==> src/sv/lj_pair_energy_accumulate_defines.svh <==
// ---------------------------------------------------------------------------
// Lennard-Jones pair energy accumulator: assertion macros
// Shared property wrappers clocked on clk and disabled in reset.
// ---------------------------------------------------------------------------
`ifndef LJ_PAIR_ENERGY_ACCUMULATE_DEFINES_SVH
`define LJ_PAIR_ENERGY_ACCUMULATE_DEFINES_SVH

// Same-cycle implication.
`define LJPE_ASSERT_IMP(lbl, ante, cons, msg) \
    lbl: assert property (@(posedge clk) disable iff (!rst_n) (ante) |-> (cons)) \
        else $error(msg);

// Next-cycle implication.
`define LJPE_ASSERT_NXT(lbl, ante, cons, msg) \
    lbl: assert property (@(posedge clk) disable iff (!rst_n) (ante) |=> (cons)) \
        else $error(msg);

`endif

==> src/sv/ljpe_pkg.sv <==
// ---------------------------------------------------------------------------
// Lennard-Jones pair energy accumulator: package
// Widths, register indexes and fixed-point constants.
// ---------------------------------------------------------------------------
package ljpe_pkg;

    localparam int POS_W  = 24;
    localparam int CFG_W  = 32;
    localparam int R2_W   = 48;
    localparam int INV_W  = 36;
    localparam int ACC_W  = 48;
    localparam int TERM_W = 32;
    localparam int IDX_W  = 2;

    localparam logic [IDX_W-1:0] REG_BOX_LEN_SQ   = 2'd0;
    localparam logic [IDX_W-1:0] REG_CUTOFF_SQ    = 2'd1;
    localparam logic [IDX_W-1:0] REG_ENERGY_SHIFT = 2'd2;

    localparam logic [CFG_W-1:0] BOX_LEN_SQ_RST   = 32'h0001_0000;
    localparam logic [CFG_W-1:0] CUTOFF_SQ_RST    = 32'h0006_0000;
    localparam logic [CFG_W-1:0] ENERGY_SHIFT_RST = 32'h0000_0000;

    // Partial remainder of 2^64 once the quotient bits above INV_W are known to be zero.
    localparam logic [R2_W-1:0] DIV_REM_INIT = 48'h0000_1000_0000;
    // r2 below 0.125 in Q16.32.
    localparam logic [R2_W-1:0] NEAR_LIMIT   = 48'h0000_2000_0000;
    localparam logic signed [32:0] ONE_Q24   = 33'sh0_0100_0000;

    localparam logic signed [TERM_W-1:0] TERM_MAX = 32'sh7FFF_FFFF;
    localparam logic signed [TERM_W-1:0] TERM_MIN = 32'sh8000_0000;
    localparam logic signed [ACC_W-1:0]  ACC_MAX  = 48'sh7FFF_FFFF_FFFF;
    localparam logic signed [ACC_W-1:0]  ACC_MIN  = 48'sh8000_0000_0000;

endpackage

==> src/sv/ljpe_div.sv <==
// ---------------------------------------------------------------------------
// Reciprocal divider
// Restoring radix-2 division of 2^64 by r2, one quotient bit per cycle.
// ---------------------------------------------------------------------------
module ljpe_div
(
    input  logic                         clk,
    input  logic                         rst_n,
    input  logic                         start,
    input  logic [ljpe_pkg::R2_W-1:0]    divisor,
    output logic                         done,
    output logic [ljpe_pkg::INV_W-1:0]   quotient
);
    import ljpe_pkg::*;

    logic                  busy_reg, busy_next;
    logic                  done_reg, done_next;
    logic [5:0]            cnt_reg, cnt_next;
    logic [R2_W-1:0]       rem_reg, rem_next;
    logic [INV_W-1:0]      q_reg, q_next;
    logic [R2_W:0]         rem_dbl;
    logic [R2_W:0]         rem_sub;
    logic                  ge;

    assign rem_dbl = {rem_reg, 1'b0};
    assign rem_sub = rem_dbl - {1'b0, divisor};
    assign ge      = (rem_dbl >= {1'b0, divisor});

    always_comb
    begin
        busy_next = busy_reg;
        done_next = 1'b0;
        cnt_next  = cnt_reg;
        rem_next  = rem_reg;
        q_next    = q_reg;
        if (start)
        begin
            busy_next = 1'b1;
            cnt_next  = 6'(INV_W - 1);
            rem_next  = DIV_REM_INIT;
            q_next    = '0;
        end
        else if (busy_reg)
        begin
            rem_next = ge ? rem_sub[R2_W-1:0] : rem_dbl[R2_W-1:0];
            q_next   = {q_reg[INV_W-2:0], ge};
            cnt_next = cnt_reg - 6'd1;
            if (cnt_reg == 6'd0)
            begin
                busy_next = 1'b0;
                done_next = 1'b1;
            end
        end
    end

    always_ff @(posedge clk or negedge rst_n)
    begin
        if (!rst_n)
        begin
            busy_reg <= 1'b0;
            done_reg <= 1'b0;
            cnt_reg  <= '0;
        end
        else
        begin
            busy_reg <= busy_next;
            done_reg <= done_next;
            cnt_reg  <= cnt_next;
        end
    end

    always_ff @(posedge clk)
    begin
        rem_reg <= rem_next;
        q_reg   <= q_next;
    end

    assign done     = done_reg;
    assign quotient = q_reg;

endmodule

==> config.mk <==
export PLATFORM = sky130hd
export DESIGN_NAME = ljpe_div
export DESIGN_NICKNAME = d
export VERILOG_FILES = /design/src/sv/lj_pair_energy_accumulate_defines.svh /design/src/sv/ljpe_pkg.sv /design/src/sv/ljpe_div.sv
export SDC_FILE = /design/constraint.sdc
export NUM_CORES = 1
export LEC_CHECK = 0
export BUFFER_PORTS_ARGS = -buffer_cell sky130_fd_sc_hd__buf_2
export CAP_MARGIN = 25
export CORE_ASPECT_RATIO = 1.75
export CORE_UTILIZATION = 54
export CTS_CLUSTER_SIZE = 12
export DETAILED_ROUTE_END_ITERATION = 10
export PLACE_DENSITY = 0.78
export SETUP_SLACK_MARGIN = 0.5
export SLEW_MARGIN = 0
export SYNTH_ARGS = -nofsm -noshare
export SYNTH_HDL_FRONTEND = slang
export SYNTH_SLANG_ARGS = --single-unit
==> constraint.sdc <==
create_clock -name clk -period 2.9 [get_ports clk]
set_input_delay 0.145 -clock clk [delete_from_list [all_inputs] [get_ports clk]]
set_output_delay 0.145 -clock clk [all_outputs]
set_load 0.01 [all_outputs]
==> qor.txt <==
Worst slew margin - 38.9%
Clock Latency Late Sink - 360 ps
Routability cong. - 1.03
H-tree Lvls - 3
RSZ-0062 raised after global routing - yes
Flop and latch count out of synthesis - 92
Peak VDD IR - 0.000540 V
Failing checks - setup timing
Placed Area - 7910 um^2
Post-synthesis sequential area ratio - 27.2%
Tightest Hold Check Type - in -> async
NumNets Final - 1117
Worst path cell trace - ha_1, nand2_1, nor2_1, nand2_1, or4_4, o31ai_4, a41o_2, or2_4, buf_12, buf_16, mux2i_1, a21oi_1
Critical path depth - 12
Worst Tran Pin Value - 916 ps
Post-route cell area - 9180 um^2
CP Launch Type - flop
Cts bufs inserted - 9
R2R Path End - rem_reg[28]
Clk Tree Root Cell - clkbuf_16
Total negative slack - -10460 ps
Total wire length - 23000 um
Post-synthesis net count - 974
Reg clk slew, reported paths - 80 ps
GRT overflow - 0
Synth area leader - dfxtp_1
Crit-path slowest cell - or4_4
Period minus WS final - 3190 ps
DR WL/cell - 19.3 um
Final ANT Viol Nets - 0
Mapped Area - 6920 um^2
Max Buffers Root-to-Sink - 2
Most used cell, CP - nand2_1
Area Growth Syn to Fin - 32.6%
Worst r2r path cells - 12
Most used routing layer - met2
Core ar. - 12500 um^2
# DRC - 0
Highest clock rate - 0.313 GHz
DR vias - 7365
FP Rows - 54
DIE WIDTH - 87.6 um
Leakage Power - 4.31 nW
Clk sinks - 92
Post-synth EDFFs - 0
CP max FO - 7
Kind of critical path - reg -> reg
Drt initial violations - 457
WP buf/inv - 2
Most used DFF post-synth - dfxtp_1
Number of iterations in the first detailed-routing pass - 5
CP arrival - 3410 ps
GRT Resource Usage Total - 34.0%
Footprint of the multi-input gates - 5250 um^2
Sequential Area - 1910 um^2
Die H - 152 um
FFs w/ async S/R, synth - 8.70%
Setup ws final - -290 ps
Initial core utilization - 55.4%
DIE AREA - 13300 um^2
Flop-to-flop setup slack - -290 ps
Initial antenna violation count - 0
Fraction of layout instances using a drive strength above 1 - 30.8%
Largest register FFs - 48
Ports - 88
Met1 usage - 33.4%
Met2 Track Usage GR - 60.4%
Fin. max-slew vios - 0
Max_cap viols - 0
Skew final - 15.7 ps
Critical Path End - rem_reg[28]
Synth Instances - 872
Placement Setup Slack - -52.1 ps
Port buffer count - 87
CP top delay family - simple AND/OR/NAND/NOR gates
Drt via density - 6.20
R2r startpoint - rem_reg[38]
CP required - 3120 ps
Post-DP HPWL - 15100 um
Final-report setup violation count - 47
Share of the synthesized area in the top cell type - 24.3%
Period utilisation layout - 110%
Start point of the critical path - rem_reg[38]
Largest net degree at the start of global routing - 63
Top post-synthesis cells by area - dfxtp_1 24%, mux2i_1 9.7%, ha_1 9.0%
Status - finished, violations left
Element type at the critical path end - flop
Final hold vios - 0
Ant diodes - 0
CTS tree - yes
Final Power - 7.95 mW
Yosys Warn Count - 0
Number of fill cells - 923
Largest stage delay, worst path - 530 ps
Unique cell type count in the Yosys netlist - 72
First-pass GRT wire length - 34200 um
Mean post-synth cell area - 7.94 um^2
PD cells - 866 nW/um^2
GR Util met3 - 7.20%
Vias in the first global route - 7190
[how the worst min path moves through the flow]
stage | endpoint | depth (start not counted) | slack (ps) | start
floorplan | busy_reg | 0 | -150 | rst_n
global placement | done | 1 | -6 | rst_n
detailed placement | done | 1 | -9 | rst_n
CTS | done | 2 | 160 | rst_n
global route | done | 2 | 180 | rst_n
finish | done | 2 | 180 | rst_n
[cells in the final DEF (no fill, tap or decap), drive strengths merged, types with 4 or more instances in the layout]
master,Yosys,routed
a211oi,36,36
a21o,23,23
a21oi,63,63
a2bb2oi,4,4
a311oi,8,8
a31o,4,4
a31oi,6,6
and3,7,7
buf,19,178
clkbuf,28,9
dfrtp,8,8
dfxtp,84,84
ha,50,50
inv,63,66
mux2i,67,67
nand2,73,73
nand2b,5,5
nand3,13,13
nand4,17,17
nor2,105,105
nor2b,6,6
nor3,19,19
nor3b,4,4
o21ai,39,39
o21bai,9,9
o22ai,9,9
o31ai,6,6
or2,6,6
or3,4,4
xnor2,27,27
xor2,16,16
[cells by family (layout without fill, tap and decap cells)]
| family | after synthesis | after routing | synth area share (%) |
|---|---|---|---|
| AOI/OAI and AO/OA | 237 | 237 | 23.4 |
| buffers and inverters | 110 | 258 | 7.10 |
| adders and majority gates | 51 | 51 | 9.32 |
| muxes | 67 | 67 | 9.69 |
| xor gates and xnor gates | 43 | 43 | 5.44 |
| DFF | 92 | 92 | 27.2 |
| and+or+nand+nor | 272 | 272 | 17.9 |
[cells in the mapped netlist, types with 6 or more instances]
| library cell | instances |
|---|---|
| a211oi_1 | 36 |
| a21o_1 | 23 |
| a21oi_1 | 63 |
| a311oi_1 | 7 |
| a31oi_1 | 6 |
| and3_1 | 7 |
| buf_2 | 9 |
| clkbuf_1 | 28 |
| dfrtp_1 | 8 |
| dfxtp_1 | 84 |
| ha_1 | 50 |
| inv_1 | 63 |
| mux2i_1 | 67 |
| nand2_1 | 73 |
| nand3_1 | 13 |
| nand4_1 | 17 |
| nor2_1 | 105 |
| nor2b_1 | 6 |
| nor3_1 | 19 |
| o21ai_0 | 33 |
| o21ai_1 | 6 |
| o21bai_1 | 9 |
| o22ai_1 | 9 |
| xnor2_1 | 27 |
| xor2_1 | 16 |
[where the power goes]
part	internal, mW	total (mW)	switching, mW
sequential	1.52	1.77	0.248
clock	0.689	1.28	0.588
combinational	2.28	4.90	2.62
[area by class of cell]
class	count	share of cell area, %
Tap cell	168	2.29
Timing Repair Buffer	179	13.8
Clock inverter	7	0.981
Sequential cell	92	20.8
Clock buffer	9	2.45
Inverter	63	2.58
Multi-Input combinational cell	670	57.1
[metrics by stage]
| stage | utilization, % | std cells | hold WS (ps) |
|---|---|---|---|
| after floorplan | - | 872 | -151 |
| after global placement | 63.3 | 1137 | -5.79 |
| after detailed placement | 63.3 | 1137 | -8.93 |
| after CTS | 71.4 | 1181 | 159 |
| after global routing | 73.5 | 1188 | 180 |
| final | 73.5 | 1188 | 177 |
[repair_timing]
action / in CTS / in global routing
setup buffers: 23 / 7
setup endpoints to repair: 49 / 49
gates cloned: 4 / 0
resized for setup: 87 / 41
pin swaps: 47 / 24
hold endpoints to repair: 8 / 0
hold buffers: 1 / 0
[layer usage]
metal | part of all wire [%] | routed length [um] | vias up
met5 | 0 | 0 | -
met4 | 9.2 | 2110 | 0
met3 | 6.2 | 1430 | 169
met2 | 51 | 11600 | 336
met1 | 34 | 7830 | 3459
li1 | - | - | 3401
(Power assumes the default switching activity.)
